[config.mk]
export PLATFORM = sky130hd
export DESIGN_NAME = http_message_head_parser
export DESIGN_NICKNAME = d
export VERILOG_FILES = /design/src/hdl/hmp_pkg.sv /design/src/hdl/hmp_front.sv /design/src/hdl/hmp_queue.sv /design/src/hdl/hmp_back.sv /design/src/hdl/http_message_head_parser.sv
export SDC_FILE = /design/constraint.sdc
export NUM_CORES = 1
export LEC_CHECK = 0
export BUFFER_PORTS_ARGS = -buffer_cell sky130_fd_sc_hd__buf_2
export CAP_MARGIN = 20
export CORE_AREA = 2 2 195 197
export DETAILED_ROUTE_END_ITERATION = 7
export DIE_AREA = 0 0 197 199
export HOLD_SLACK_MARGIN = 0.03
export SLEW_MARGIN = 20
export SYNTH_ARGS = -nofsm -noshare
export SYNTH_HDL_FRONTEND = slang
export SYNTH_SLANG_ARGS = --single-unit
[constraint.sdc]
create_clock -name clk -period 14.6 [get_ports clk]
set_input_delay 4.38 -clock clk [delete_from_list [all_inputs] [get_ports clk]]
set_output_delay 4.38 -clock clk [all_outputs]
set_load 0.01 [all_outputs]
[src/hdl/hmp_pkg.sv]
// shared types and constants for the http message head parser
// no dependencies
`default_nettype none
package hmp_pkg;
  localparam int MAX_LINE = 1024;
  localparam int LW = $clog2(MAX_LINE + 1);

  localparam logic [7:0] BYTE_CR = 8'd13;
  localparam logic [7:0] BYTE_LF = 8'd10;
  localparam logic [7:0] BYTE_SP = 8'd32;
  localparam logic [7:0] BYTE_TAB = 8'd9;
  localparam logic [7:0] BYTE_COLON = 8'd58;
  localparam logic [7:0] BYTE_DOT = 8'd46;
  localparam logic [7:0] BYTE_ZERO = 8'd48;

  localparam logic [1:0] PH_FIRST = 2'd0;
  localparam logic [1:0] PH_HEADERS = 2'd1;
  localparam logic [1:0] PH_BODY = 2'd2;

  localparam logic [3:0] STEP_METHOD = 4'd0;
  localparam logic [3:0] STEP_URI = 4'd1;
  localparam logic [3:0] STEP_PROTO = 4'd2;
  localparam logic [3:0] STEP_PROTO_END = 4'd6;
  localparam logic [3:0] STEP_VMAJ = 4'd7;
  localparam logic [3:0] STEP_VDOT = 4'd8;
  localparam logic [3:0] STEP_VMIN = 4'd9;
  localparam logic [3:0] STEP_DONE = 4'd10;
  localparam logic [3:0] STEP_SP1 = 4'd11;
  localparam logic [3:0] STEP_ST0 = 4'd12;
  localparam logic [3:0] STEP_ST2 = 4'd14;
  localparam logic [3:0] STEP_SP2 = 4'd15;

  localparam logic [3:0] ERR_OK = 4'd0;
  localparam logic [3:0] ERR_LONG = 4'd1;
  localparam logic [3:0] ERR_NO_METHOD = 4'd2;
  localparam logic [3:0] ERR_BAD_METHOD = 4'd3;
  localparam logic [3:0] ERR_NO_URI = 4'd4;
  localparam logic [3:0] ERR_PROTO = 4'd5;
  localparam logic [3:0] ERR_VERSION = 4'd6;
  localparam logic [3:0] ERR_STATUS = 4'd7;
  localparam logic [3:0] ERR_CONT = 4'd8;
  localparam logic [3:0] ERR_NO_COLON = 4'd9;
  localparam logic [3:0] ERR_NO_SPACE = 4'd10;

  localparam logic [2:0] KIND_NONE = 3'd0;
  localparam logic [2:0] KIND_REQUEST = 3'd1;
  localparam logic [2:0] KIND_STATUS = 3'd2;
  localparam logic [2:0] KIND_HEADER = 3'd3;
  localparam logic [2:0] KIND_END = 3'd4;

  typedef struct packed {
    logic [7:0] out_byte;
    logic [9:0] line_offset;
    logic in_body;
    logic line_done;
    logic [2:0] line_kind;
    logic [3:0] error_code;
    logic [1:0] method_code;
    logic [1:0] version_code;
    logic [9:0] status_number;
    logic [9:0] name_length;
    logic [9:0] value_start;
    logic [9:0] value_length;
  } result_t;

  function automatic logic [7:0] method_char(input logic [1:0] m, input logic [2:0] p);
    logic [7:0] c;
    c = 8'd0;
    unique case (m)
      2'd0: c = (p == 3'd0) ? "G" : (p == 3'd1) ? "E" : (p == 3'd2) ? "T" : 8'd0;
      2'd1: c = (p == 3'd0) ? "P" : (p == 3'd1) ? "O" : (p == 3'd2) ? "S" :
                (p == 3'd3) ? "T" : 8'd0;
      2'd2: c = (p == 3'd0) ? "P" : (p == 3'd1) ? "U" : (p == 3'd2) ? "T" : 8'd0;
      default: c = (p == 3'd0 || p == 3'd2) ? "D" : (p == 3'd1 || p == 3'd3) ? "E" :
                   (p == 3'd4) ? "T" : (p == 3'd5) ? "E" : 8'd0;
    endcase
    return c;
  endfunction

  function automatic logic [2:0] method_len(input logic [1:0] m);
    logic [2:0] l;
    unique case (m)
      2'd0: l = 3'd3;
      2'd1: l = 3'd4;
      2'd2: l = 3'd3;
      default: l = 3'd6;
    endcase
    return l;
  endfunction

  function automatic logic [7:0] proto_char(input logic [3:0] s);
    logic [7:0] c;
    unique case (s)
      4'd2: c = "H";
      4'd3: c = "T";
      4'd4: c = "T";
      4'd5: c = "P";
      default: c = "/";
    endcase
    return c;
  endfunction
endpackage
`default_nettype wire

[src/hdl/hmp_front.sv]
// front part: accepts bytes and runs the line parse registers
// uses hmp_pkg
`default_nettype none
module hmp_front (
  input  wire logic clk,
  input  wire logic rst,
  input  wire logic cfg_mode,
  input  wire logic [10:0] cfg_max,
  input  wire logic take,
  input  wire logic [7:0] data_byte,
  output hmp_pkg::result_t res
);
  import hmp_pkg::*;

  logic [1:0] phase, phase_next;
  logic [LW-1:0] line_length, line_length_next;
  logic [3:0] step, step_next;
  logic [3:0] cand, cand_next;
  logic colon_seen, colon_seen_next;
  logic [LW-1:0] colon_pos, colon_pos_next;
  logic [LW-1:0] value_begin, value_begin_next;
  logic [LW-1:0] uri_begin, uri_begin_next;
  logic [7:0] vdig, vdig_next;
  logic [9:0] sdig, sdig_next;
  logic last_cr, last_cr_next;
  logic [3:0] sticky, sticky_next;

  logic [LW-1:0] limit, pos, term, vlen;
  logic [7:0] vsum;
  logic [3:0] err, hit;
  logic [3:0] d;
  logic is_dig, is_blank, nl;
  logic [1:0] mc;
  logic [13:0] st_mul;

  always_comb begin
    limit = ({{(LW > 11 ? LW-11 : 0){1'b0}}, cfg_max} < LW'(MAX_LINE)) ?
            LW'(cfg_max) : LW'(MAX_LINE);
    pos = line_length;
    d = data_byte[3:0];
    is_dig = data_byte >= 8'd48 && data_byte <= 8'd57;
    is_blank = data_byte == BYTE_SP || data_byte == BYTE_TAB;
    term = last_cr ? LW'(2) : LW'(1);
    vsum = vdig + 8'(d);
    st_mul = 14'(sdig) * 14'd10 + 14'(d);
    phase_next = phase; line_length_next = line_length; step_next = step;
    cand_next = cand; colon_seen_next = colon_seen; colon_pos_next = colon_pos;
    value_begin_next = value_begin; uri_begin_next = uri_begin;
    vdig_next = vdig; sdig_next = sdig; last_cr_next = last_cr; sticky_next = sticky;
    err = ERR_OK; nl = 1'b0; hit = 4'd0; mc = 2'd0; vlen = '0;
    res = '0;
    res.out_byte = data_byte;
    if (sticky != ERR_OK) begin
      res.error_code = sticky;
    end else if (phase == PH_BODY) begin
      res.in_body = 1'b1;
    end else if (line_length >= limit) begin
      sticky_next = ERR_LONG;
      res.line_offset = 10'(line_length);
      res.error_code = ERR_LONG;
    end else begin
      line_length_next = line_length + LW'(1);
      res.line_offset = 10'(pos);
      if (phase == PH_FIRST && pos == '0 && step == STEP_METHOD && cfg_mode)
        step_next = STEP_PROTO;
      if (data_byte != BYTE_LF) begin
        if (phase == PH_FIRST) begin
          if (step_next == STEP_METHOD) begin
            if (data_byte == BYTE_SP) begin
              for (int i = 0; i < 4; i++)
                if (cand[i] && LW'(method_len(2'(i))) == pos) hit = 4'(1) << i;
              if (hit == 4'd0) err = ERR_BAD_METHOD;
              else begin
                cand_next = hit; uri_begin_next = pos + LW'(1); step_next = STEP_URI;
              end
            end else begin
              for (int i = 0; i < 4; i++)
                if (!(pos < LW'(method_len(2'(i))) &&
                      method_char(2'(i), pos[2:0]) == data_byte))
                  cand_next[i] = 1'b0;
            end
          end else if (step_next == STEP_URI) begin
            if (data_byte == BYTE_SP) begin
              value_begin_next = pos; step_next = STEP_PROTO;
            end
          end else if (step_next >= STEP_PROTO && step_next <= STEP_PROTO_END) begin
            if (data_byte != proto_char(step_next)) err = ERR_PROTO;
            else step_next = step_next + 4'd1;
          end else if (step_next == STEP_VMAJ) begin
            if (!is_dig) err = ERR_VERSION;
            else begin
              vdig_next = 8'(d) * 8'd10; step_next = STEP_VDOT;
            end
          end else if (step_next == STEP_VDOT) begin
            if (data_byte != BYTE_DOT) err = ERR_VERSION;
            else step_next = STEP_VMIN;
          end else if (step_next == STEP_VMIN) begin
            if (!is_dig || !(vsum == 8'd10 || vsum == 8'd11 || vsum == 8'd20))
              err = ERR_VERSION;
            else begin
              vdig_next = vsum; step_next = cfg_mode ? STEP_SP1 : STEP_DONE;
            end
          end else if (step_next == STEP_SP1 || step_next == STEP_SP2) begin
            if (data_byte != BYTE_SP) err = ERR_NO_SPACE;
            else step_next = (step_next == STEP_SP1) ? STEP_ST0 : STEP_DONE;
          end else if (step_next >= STEP_ST0 && step_next <= STEP_ST2) begin
            if (!is_dig || (step_next == STEP_ST0 && data_byte == BYTE_ZERO))
              err = ERR_STATUS;
            else begin
              sdig_next = st_mul[9:0]; step_next = step_next + 4'd1;
            end
          end
        end else if (pos == '0 && is_blank) begin
          err = ERR_CONT;
        end else if (!colon_seen && data_byte == BYTE_COLON) begin
          colon_seen_next = 1'b1; colon_pos_next = pos; value_begin_next = pos + LW'(1);
        end else if (colon_seen && pos == value_begin && is_blank) begin
          value_begin_next = pos + LW'(1);
        end
        last_cr_next = data_byte == BYTE_CR;
        if (err != ERR_OK) begin
          sticky_next = err; res.error_code = err;
        end
      end else begin
        if (phase == PH_FIRST) begin
          priority if (step_next == STEP_METHOD) err = ERR_NO_METHOD;
          else if (step_next == STEP_URI) err = ERR_NO_URI;
          else if (step_next <= STEP_PROTO_END) err = ERR_PROTO;
          else if (step_next <= STEP_VMIN) err = ERR_VERSION;
          else if (step_next == STEP_DONE) err = ERR_OK;
          else if (step_next == STEP_SP1 || step_next == STEP_SP2) err = ERR_NO_SPACE;
          else err = ERR_STATUS;
          if (err == ERR_OK) begin
            res.line_done = 1'b1;
            res.version_code = (vdig == 8'd11) ? 2'd1 : (vdig == 8'd20) ? 2'd2 : 2'd0;
            if (cfg_mode) begin
              res.line_kind = KIND_STATUS; res.status_number = sdig;
            end else begin
              res.line_kind = KIND_REQUEST;
              for (int i = 0; i < 4; i++) if (cand[i]) mc = 2'(i);
              res.method_code = mc;
              res.value_start = 10'(uri_begin);
              vlen = (value_begin >= uri_begin) ? value_begin - uri_begin : '0;
              res.value_length = 10'(vlen);
            end
            phase_next = PH_HEADERS;
          end
        end else if (line_length_next == term) begin
          res.line_done = 1'b1; res.line_kind = KIND_END; phase_next = PH_BODY;
        end else if (!colon_seen) begin
          err = ERR_NO_COLON;
        end else begin
          res.line_done = 1'b1; res.line_kind = KIND_HEADER;
          res.name_length = 10'(colon_pos);
          res.value_start = 10'(value_begin);
          vlen = (value_begin + term <= line_length_next) ?
                 line_length_next - term - value_begin : '0;
          res.value_length = 10'(vlen);
        end
        if (err != ERR_OK) begin
          sticky_next = err; res.error_code = err;
        end else nl = 1'b1;
      end
    end
    if (nl) begin
      line_length_next = '0; step_next = STEP_METHOD; cand_next = 4'hf;
      colon_pos_next = '0; colon_seen_next = 1'b0; value_begin_next = '0;
      uri_begin_next = '0; vdig_next = '0; sdig_next = '0; last_cr_next = 1'b0;
    end
  end

  always_ff @(posedge clk) begin
    if (rst) begin
      phase <= PH_FIRST; line_length <= '0; step <= STEP_METHOD; cand <= 4'hf;
      colon_seen <= 1'b0; colon_pos <= '0; value_begin <= '0; uri_begin <= '0;
      vdig <= '0; sdig <= '0; last_cr <= 1'b0; sticky <= ERR_OK;
    end else if (take) begin
      phase <= phase_next; line_length <= line_length_next; step <= step_next;
      cand <= cand_next; colon_seen <= colon_seen_next; colon_pos <= colon_pos_next;
      value_begin <= value_begin_next; uri_begin <= uri_begin_next;
      vdig <= vdig_next; sdig <= sdig_next; last_cr <= last_cr_next;
      sticky <= sticky_next;
    end
  end
endmodule
`default_nettype wire

[src/hdl/hmp_queue.sv]
// two-entry result queue between front and back
// uses hmp_pkg
`default_nettype none
module hmp_queue (
  input  wire logic clk,
  input  wire logic rst,
  input  wire logic push,
  input  wire hmp_pkg::result_t wdata,
  output logic full,
  input  wire logic pop,
  output logic empty,
  output hmp_pkg::result_t rdata
);
  import hmp_pkg::*;
  result_t mem [2];
  logic wp, rp;
  logic [1:0] cnt;

  assign full = cnt == 2'd2;
  assign empty = cnt == 2'd0;
  assign rdata = mem[rp];

  always_ff @(posedge clk) begin
    if (push) mem[wp] <= wdata;
  end

  always_ff @(posedge clk) begin
    if (rst) begin
      wp <= 1'b0; rp <= 1'b0; cnt <= 2'd0;
    end else begin
      if (push) wp <= ~wp;
      if (pop) rp <= ~rp;
      cnt <= cnt + 2'(push) - 2'(pop);
    end
  end
endmodule
`default_nettype wire

[src/hdl/hmp_back.sv]
// back part: output register that presents result items
// uses hmp_pkg
`default_nettype none
module hmp_back (
  input  wire logic clk,
  input  wire logic rst,
  input  wire logic q_empty,
  input  wire hmp_pkg::result_t q_data,
  output logic q_pop,
  output logic out_valid,
  input  wire logic out_stall,
  output hmp_pkg::result_t out_res
);
  import hmp_pkg::*;
  logic load;
  assign load = !q_empty && (!out_valid || !out_stall);
  assign q_pop = load;

  always_ff @(posedge clk) begin
    if (rst) out_valid <= 1'b0;
    else if (load) out_valid <= 1'b1;
    else if (!out_stall) out_valid <= 1'b0;
  end

  always_ff @(posedge clk) begin
    if (load) out_res <= q_data;
  end
endmodule
`default_nettype wire

[src/hdl/http_message_head_parser.sv]
// top level of the http message head parser
// uses hmp_pkg, hmp_front, hmp_queue, hmp_back
//
// channel  direction  handshake             payload
// in       input      in_valid / in_stall   data_byte
// out      output     out_valid / out_stall out_byte .. value_length
// cfg      input      cfg_we                cfg_index, cfg_data
//
// one item per cycle while in_stall is low
// front parse registers update in the cycle of accept; a two-entry queue
// feeds the output register, so in_stall rises only when the queue is full
// rst is synchronous and clears parse state, queue and registers
`default_nettype none
module http_message_head_parser (
  input  wire logic clk,
  input  wire logic rst,
  input  wire logic in_valid,
  output logic in_stall,
  input  wire logic [7:0] data_byte,
  output logic out_valid,
  input  wire logic out_stall,
  output logic [7:0] out_byte,
  output logic [9:0] line_offset,
  output logic in_body,
  output logic line_done,
  output logic [2:0] line_kind,
  output logic [3:0] error_code,
  output logic [1:0] method_code,
  output logic [1:0] version_code,
  output logic [9:0] status_number,
  output logic [9:0] name_length,
  output logic [9:0] value_start,
  output logic [9:0] value_length,
  input  wire logic cfg_we,
  input  wire logic cfg_index,
  input  wire logic [10:0] cfg_data
);
  import hmp_pkg::*;
  localparam logic REG_MODE = 1'b0;

  logic parse_mode;
  logic [10:0] max_line_length;
  logic take, full, empty, pop;
  result_t fres, qres, ores;

  always_ff @(posedge clk) begin
    if (rst) begin
      parse_mode <= 1'b0; max_line_length <= 11'd1024;
    end else if (cfg_we) begin
      if (cfg_index == REG_MODE) parse_mode <= cfg_data[0];
      else max_line_length <= cfg_data;
    end
  end

  assign in_stall = full;
  assign take = in_valid && !full;

  hmp_front u_front (.clk, .rst, .cfg_mode(parse_mode), .cfg_max(max_line_length),
                     .take, .data_byte, .res(fres));
  hmp_queue u_queue (.clk, .rst, .push(take), .wdata(fres), .full, .pop, .empty,
                     .rdata(qres));
  hmp_back u_back (.clk, .rst, .q_empty(empty), .q_data(qres), .q_pop(pop),
                   .out_valid, .out_stall, .out_res(ores));

  assign out_byte = ores.out_byte;
  assign line_offset = ores.line_offset;
  assign in_body = ores.in_body;
  assign line_done = ores.line_done;
  assign line_kind = ores.line_kind;
  assign error_code = ores.error_code;
  assign method_code = ores.method_code;
  assign version_code = ores.version_code;
  assign status_number = ores.status_number;
  assign name_length = ores.name_length;
  assign value_start = ores.value_start;
  assign value_length = ores.value_length;
endmodule
`default_nettype wire

==> results of run 1 <==
[report_power, final]
| group | internal (mW) | leakage (nW) | switching (mW) | total [mW] |
|---|---|---|---|---|
| Clock | 0.583 | 0.602 | 0.362 | 0.944 |
| Sequential | 1.16 | 2.78 | 0.0824 | 1.24 |
| Combinational | 0.279 | 3.50 | 0.445 | 0.724 |
[tightest hold or removal path, delay by kind of cell (launching register included)]
| kind | cells | cell delay (ps) |
|---|---|---|
| compound gates | 1 | 50 |
| flops | 1 | 300 |
| simple gates | 1 | 50 |
[cell usage after synthesis, drive strengths merged (44+ instances only)]
| cell | count |
|---|---|
| o21ai | 62 |
| nand3 | 44 |
| ha | 80 |
| nand2 | 136 |
| nor2 | 88 |
| a21oi | 121 |
| mux2 | 83 |
| dfxtp | 94 |
| xnor2 | 56 |
| inv | 77 |
| clkbuf | 56 |
| edfxtp | 213 |
[registers in the layout, summed over array words and instances (netlist names)]
name and count:
u_queue.mem 142, u_back.out_res 71, max_line_length 11, u_front.line_length 11
u_front.uri_begin 11, u_front.value_begin 11, u_front.colon_pos 10, u_front.sdig 10
u_front.vdig 8, u_front.cand 4, u_front.step 4, u_front.sticky 4
u_front.phase 2, u_queue.cnt 2, parse_mode 1, u_back.out_valid 1
u_front.colon_seen 1, u_front.last_cr 1, u_queue.rp 1, u_queue.wp 1
[area by class of cell]
type	count	area (um2)
well taps	474	593
multi-input cells	1063	7520
repair buffers	115	621
clock inverters	14	209
fillers	3401	18600
clock buffers	52	1030
flip-flops and latches	307	8280
inverters	78	293
[layout by cell type (no fill, tap or decap), types with 13 or more instances in the layout]
master and count:
ha_1 80, nor4_1 13, inv_1 76, xnor2_1 56, nand2_1 136, xor2_1 28, or3_1 14, a21o_1 14
nor2b_1 19, nand4_1 28, buf_4 18, a31oi_1 18, edfxtp_1 213, and2_1 34, nor3_1 33, mux2_2 83
and3_1 13, nor2_1 85, clkbuf_16 38, nand3_1 43, dfxtp_1 93, a21oi_1 118, o21ai_0 55, buf_2 97
[worst max-delay path by stage]
stage / slack (ps) / cells past startpoint / end / startpoint
2_1_floorplan: 5320 / 7 / u_queue.cnt[1] / out_stall
3_3_place_gp: 6710 / 11 / u_front.vdig[1] / data_byte[0]
3_5_place_dp: 6610 / 11 / u_front.vdig[1] / data_byte[0]
4_1_cts: 7190 / 11 / u_front.vdig[1] / data_byte[0]
5_1_grt: 6960 / 11 / u_front.vdig[1] / data_byte[0]
6_report: 7130 / 7 / u_queue.mem[0][38] / data_byte[6]
[cell families after synthesis]
| logic type | after synthesis | synth area share |
|---|---|---|
| AND/OR/NAND/NOR | 494 | 0.159 |
| AO/OA/AOI/OAI | 307 | 0.121 |
| flip-flops | 307 | 0.504 |
| buffers and inverters | 164 | 0.0406 |
| multiplexers | 90 | 0.0611 |
| adder cells (fa/ha/maj) | 88 | 0.0706 |
| XOR/XNOR | 84 | 0.0448 |
[stage by stage]
step | utilization | instances | power [mW] | hold WS, ps | worst slack (ps)
3_5_place_dp | 0.466 | 2037 | 1.98 | 445 | 6610
5_1_grt | 0.500 | 2103 | 3.05 | 481 | 6960
2_1_floorplan | - | 1534 | 1.73 | 430 | 5320
3_3_place_gp | 0.466 | 2037 | 1.98 | 445 | 6710
6_report | 0.500 | 2103 | 2.91 | 453 | 7130
4_1_cts | 0.500 | 2103 | 2.94 | 453 | 7190
[routing by layer]
| metal | track usage | share of wire |
|---|---|---|
| met5 | 0 | 0.00050 |
| met4 | 0.0810 | 0.030 |
| met3 | 0.0334 | 0.052 |
| met2 | 0.362 | 0.47 |
| met1 | 0.286 | 0.45 |
==> impl_metrics.toml, run 1 <==
[clocking]
cts_repair_resize_count = 0
ctsHoldBuffers = 0
tritoncts = "yes"
post_cts.repair.setup_buffers = 0
clock_path_buffers = 3
cts_max_level = 2
clkTransAtPathRegs_ps = 60
cts-buffers-inserted = 36
clock_insertion_delay_worst_skew_ps = 550
clock_tree.root_cell = "clkbuf_16"
tritoncts_num_sinks = 307

[setup_path]
worstPathMaxFanout = 12
critical-path-slowest-cell = "nor3_2"
type_of_element_launching_the_critical_path = "input port"
worst-r2r-setup-slack_ps = 9980
cp_cell_sequence = "buf_2, or4_1, or3_1, nor2_1, nand3_1, nor3_2, and2_1"
worst-path-buf-inv = 1
path_class = "in -> reg"
r2r-start = "u_front.line_length[0]"
max_stage_delay_ps = 800
worstRegToRegCells = 12
critical_path.reg2reg.endpoint = "u_front.vdig[1]"
crit_family = "simple AND/OR/NAND/NOR gates"
cp_data_arrival_time_ps = 7870
worstPathRequired_ps = 15010
end_kind = "register"

[logic_synthesis]
postSynthNetCount = 1647
synth_area_per_cell_um2 = 10.7
synth-async-reset-ratio = 0
post_synth_inst_count = 1534
yosys.area.top_type = "edfxtp_1"
dominantRegCellSynth = "edfxtp_1"
yosys_warnings = 0
ys_ff_latch = 307
synthesis.area_um2 = 16400
synth_enable_flop_cells = 213
ys_types = 92
seq_area_frac_synth = 0.504
synth.top_cells.by_area = "edfxtp_1 39%, dfxtp_1 11%, ha_1 6.1%"
yosys.area.top_type_share = 0.389

[detailed_routing]
pre_repair_dr_iteration_count = 5
detail_route.iter0.violations = 862
routed_via_density = 5.70
via_count = 12000
routedWlPerCell_um = 19.9
postRouteWirelength_mm = 41.9
ant_nets = 0
remaining_routing_drc_violations = 0

[hold_path]
holdCritStartpoint = "max_line_length[0]"
whs_endpoint = "max_line_length[0]"
holdCritPathClass = "reg -> reg"
min_path_cells = 2

[die]
floorplan.die.width_um = 197
ioPinCount = 98
placement_rows = 71
fp.dieArea_um2 = 39200
initial_core_util = 0.443
fp.coreArea_um2 = 37100
dieHeight_um = 199

[sta]
timing.final.max_slew_violations = 0
slew_headroom = 0.265
clock.fmax_mhz = 134
timing_worst_slew_pin_value_ps = 1100
layout_worst_path_cycle_share = 0.511
final_hold_viol_count = 0
setup_viol_count_final = 0
clock-skew-final_ps = 26.4
setup_repair_after_global_routing_missed_its_margin = "false"
min_period_ps = 7470
setup_total_negative_slack_ps = 0

[cells_and_area]
post_route_cells_drive_above_1_share = 0.180
number_of_diodes_added_for_antenna_fixing = 0
finalNetCount = 1714
post_layout_inst_area_um2 = 18600
area_delta_synth_final_pct = 12.9

[global_routing]
grt_start_max_net_pins = 92
gr-total-overflow = 0
grt_use_total = 0.217
grt_pass1_wl_mm = 65.8
antenna_found_initial = 2
via_count_of_the_first_global_routing_pass = 11700

[power_and_ir_drop]
power_density_nw_per_um2 = 157
p_leak_nw = 6.89
max-vdd-ir-drop_mv = 0.0780

[place]
placement.io_buffers = 97
dpl-instance-area_um2 = 17300
place.gp.congestion = 0.891
dp_hpwl_mm = 28.3

[run_status]
status = "finished, final reports clean"

[flow_run]
max-cap-violations = 0
(Power assumes the default switching activity.)
==> inputs of run 2 (changes only) <==
--- a/config.mk
+++ b/config.mk
@@ -5,11 +5,12 @@
 export SDC_FILE = /design/constraint.sdc
 export NUM_CORES = 1
 export LEC_CHECK = 0
+export ABC_AREA = 1
 export BUFFER_PORTS_ARGS = -buffer_cell sky130_fd_sc_hd__buf_2
 export CAP_MARGIN = 20
-export CORE_AREA = 2 2 195 197
+export CORE_AREA = 2 2 196 198
 export DETAILED_ROUTE_END_ITERATION = 7
-export DIE_AREA = 0 0 197 199
+export DIE_AREA = 0 0 198 200
 export HOLD_SLACK_MARGIN = 0.03
 export SLEW_MARGIN = 20
 export SYNTH_ARGS = -nofsm -noshare
==> constraint.sdc (replaced) <==
create_clock -name clk -period 6.75 [get_ports clk]
set_input_delay 2.025 -clock clk [delete_from_list [all_inputs] [get_ports clk]]
set_output_delay 2.025 -clock clk [all_outputs]
set_load 0.01 [all_outputs]
==> run 2 against run 1 <==
  * Hold slack better by 12 ps
  * Cell area up 0.36%
  * Core utilization down 0.18 points
  * Combinational power rose to 4.0 times the previous value
  * Cell count up 22%
==> impl_metrics.toml, run 2 <==
[run_status]
status = "finished, final reports clean"

[global_routing]
antenna_found_initial = 0
gr-total-overflow = 0
grt_pass1_wl_mm = 70.1
grt_start_max_net_pins = 73
via_count_of_the_first_global_routing_pass = 12400
grt_use_total = 0.228

[setup_path]
critical_path.reg2reg.endpoint = "u_front.colon_pos[8]"
max_stage_delay_ps = 770
critical-path-slowest-cell = "o21ai_1"
end_kind = "register"
r2r-start = "u_front.line_length[2]"
path_class = "in -> reg"
worstRegToRegCells = 13
cp_cell_sequence = "buf_2, inv_1, nor3_1, nand2_1, nor2_1, nand4_4, inv_2, nand2_1, o21ai_1, nand2_1, nand2_1, a21oi_1"
setup.worst_path.start = "data_byte[3]"
worstPathRequired_ps = 7130
cp_data_arrival_time_ps = 5820
worst-path-buf-inv = 3
worst_path_most_repeated_cell = "nand2_1"
type_of_element_launching_the_critical_path = "input port"
worstPathMaxFanout = 29
crit_family = "simple AND/OR/NAND/NOR gates"
worst-r2r-setup-slack_ps = 1700

[sta]
layout_worst_path_cycle_share = 0.806
clock.fmax_mhz = 184
setup_viol_count_final = 0
timing_worst_slew_pin_value_ps = 1030
fin_hold_ws_ps = 464
slew_headroom = 0.314
clock-skew-final_ps = 22.4
min_period_ps = 5440
setup_repair_after_global_routing_missed_its_margin = "false"
timing.final.max_slew_violations = 0
final_hold_viol_count = 0
setup_total_negative_slack_ps = 0

[clocking]
clock_insertion_delay_worst_skew_ps = 530
cts-buffers-inserted = 35
tritoncts_num_sinks = 307
cts_max_level = 2
tritoncts = "yes"
post_cts.repair.setup_buffers = 0
clkTransAtPathRegs_ps = 60
ctsHoldBuffers = 0
clock_tree.root_cell = "clkbuf_16"
cts_repair_resize_count = 0
clock_path_buffers = 3

[logic_synthesis]
synth_enable_flop_cells = 213
synth_area_per_cell_um2 = 8.49
netlist_top_cells_count = "509 x nand2_1, 234 x nor2_1, 217 x inv_1"
synthesis.area_um2 = 16600
synth.top_cells.by_area = "edfxtp_1 38%, nand2_1 11%, dfxtp_1 11%"
postSynthNetCount = 2072
yosys.area.top_type_share = 0.385
dominantRegCellSynth = "edfxtp_1"
ys_types = 54
ys_ff_latch = 307
yosys.area.top_type = "edfxtp_1"
post_synth_inst_count = 1959
yosys_warnings = 0
seq_area_frac_synth = 0.498
yosysMostFrequentCell = "nand2_1"
synth-async-reset-ratio = 0

[detailed_routing]
remaining_routing_drc_violations = 0
postRouteWirelength_mm = 44.5
ant_nets = 0
routed_via_density = 5.21
pre_repair_dr_iteration_count = 6
routedWlPerCell_um = 17.3
via_count = 13400
detail_route.iter0.violations = 1168

[place]
place.gp.congestion = 0.926
placement.io_buffers = 97
dp_hpwl_mm = 31.8
dpl-instance-area_um2 = 17500

[cells_and_area]
finalNetCount = 2147
post_layout_inst_area_um2 = 18600
layout.filler_cells = 3598
largestRegisters = "u_queue.mem (142), u_back.out_res (71)"
area_delta_synth_final_pct = 12.0
regMostFlops = "u_queue.mem"
layout_common_cells = "509 x nand2_1, 232 x nor2_1, 216 x inv_1"
final_common_cell = "nand2_1"
max_ffs_per_register = 142
number_of_diodes_added_for_antenna_fixing = 0
post_route_cells_drive_above_1_share = 0.104

[die]
ioPinCount = 98
fp.dieArea_um2 = 39600
placement_rows = 71
fp.coreArea_um2 = 37400
initial_core_util = 0.445
dieHeight_um = 200
floorplan.die.width_um = 198

[hold_path]
min_path_cells = 2
holdCritPathClass = "reg -> reg"
holdCritStartpoint = "u_front.uri_begin[4]"
whs_endpoint = "u_front.uri_begin[4]"

[flow_run]
max-cap-violations = 0

[power_and_ir_drop]
p_leak_nw = 8.07
power_density_nw_per_um2 = 408
max-vdd-ir-drop_mv = 0.181
run 2: cell types whose count changed after synthesis, moves of 19 or more:
cell | before | now
nand2_1 | 136 | 509
nor2_1 | 87 | 234
inv_1 | 76 | 217
mux2_2 | 83 | 0
xnor2_1 | 56 | 10
o21ai_0 | 55 | 91
and2_1 | 34 | 2
nand3_1 | 43 | 72
nor2b_1 | 19 | 0
run 2: per-stage QoR:
step,cells,power (mW),utilization,setup WS [ps]
6_report,2571,7.59,0.498,1310
5_1_grt,2571,8.12,0.498,937
4_1_cts,2571,7.62,0.498,1480
3_5_place_dp,2508,5.78,0.468,943
3_3_place_gp,2508,5.75,0.468,1300
2_1_floorplan,1959,4.83,-,1060
run 2: worst reg2reg max path, stage by stage (launching register included):
cell      delay (ps)
dfxtp_1          740
clkinv_1         560
ha_1             650
nand4_1          200
nor2_4           190
nand3_4          150
nand3_4          140
nand4_4          140
inv_2             80
nand2_1          590
o21ai_1          780
nand2_1          440
nand2_1          170
a21oi_1           80
run 2: cells by family (layout without fill, tap and decap cells):
| logic type | count (synthesis) | count (layout) | share of synthesized area |
|---|---|---|---|
| and+or+nand+nor | 939 | 939 | 0.243 |
| buffers and inverters | 310 | 411 | 0.0742 |
| DFF | 307 | 307 | 0.498 |
| AOI/OAI and AO/OA | 272 | 272 | 0.0920 |
| adders and majority gates | 88 | 88 | 0.0698 |
| xor gates and xnor gates | 43 | 43 | 0.0227 |
run 2: layout make-up:
class	count	area, um2	area share
Tap cell	511	639	0.0343
Clock buffer	44	941	0.0505
Multi-Input combinational cell	1342	7130	0.383
Sequential cell	307	8280	0.445
Timing Repair Buffer	109	576	0.0309
Inverter	239	897	0.0482
Clock inverter	19	160	0.00860
run 2: report_power, final:
| part | switching [mW] | internal [mW] |
|---|---|---|
| registers | 0.237 | 2.60 |
| clock network | 0.764 | 1.07 |
| logic | 2.04 | 0.876 |
| total | 3.04 | 4.55 |
run 2: worst max-delay path by stage:
stage                               to  slack (ps)  cells past startpoint
2_1_floorplan        u_queue.mem[1][0]        1060                      2
3_3_place_gp   u_front.value_begin[10]        1300                     12
3_5_place_dp      u_front.colon_pos[8]         940                     12
4_1_cts           u_front.colon_pos[8]        1480                     12
5_1_grt           u_front.colon_pos[8]         940                     14
6_report          u_front.colon_pos[8]        1310                     12
run 2: routing by layer:
layer	wire length [um]	track usage	vias up
li1	-	-	6641
met1	21800	0.343	6218
met2	18800	0.342	458
met3	2910	0.0323	81
met4	942	0.0632	0
met5	0	0	-
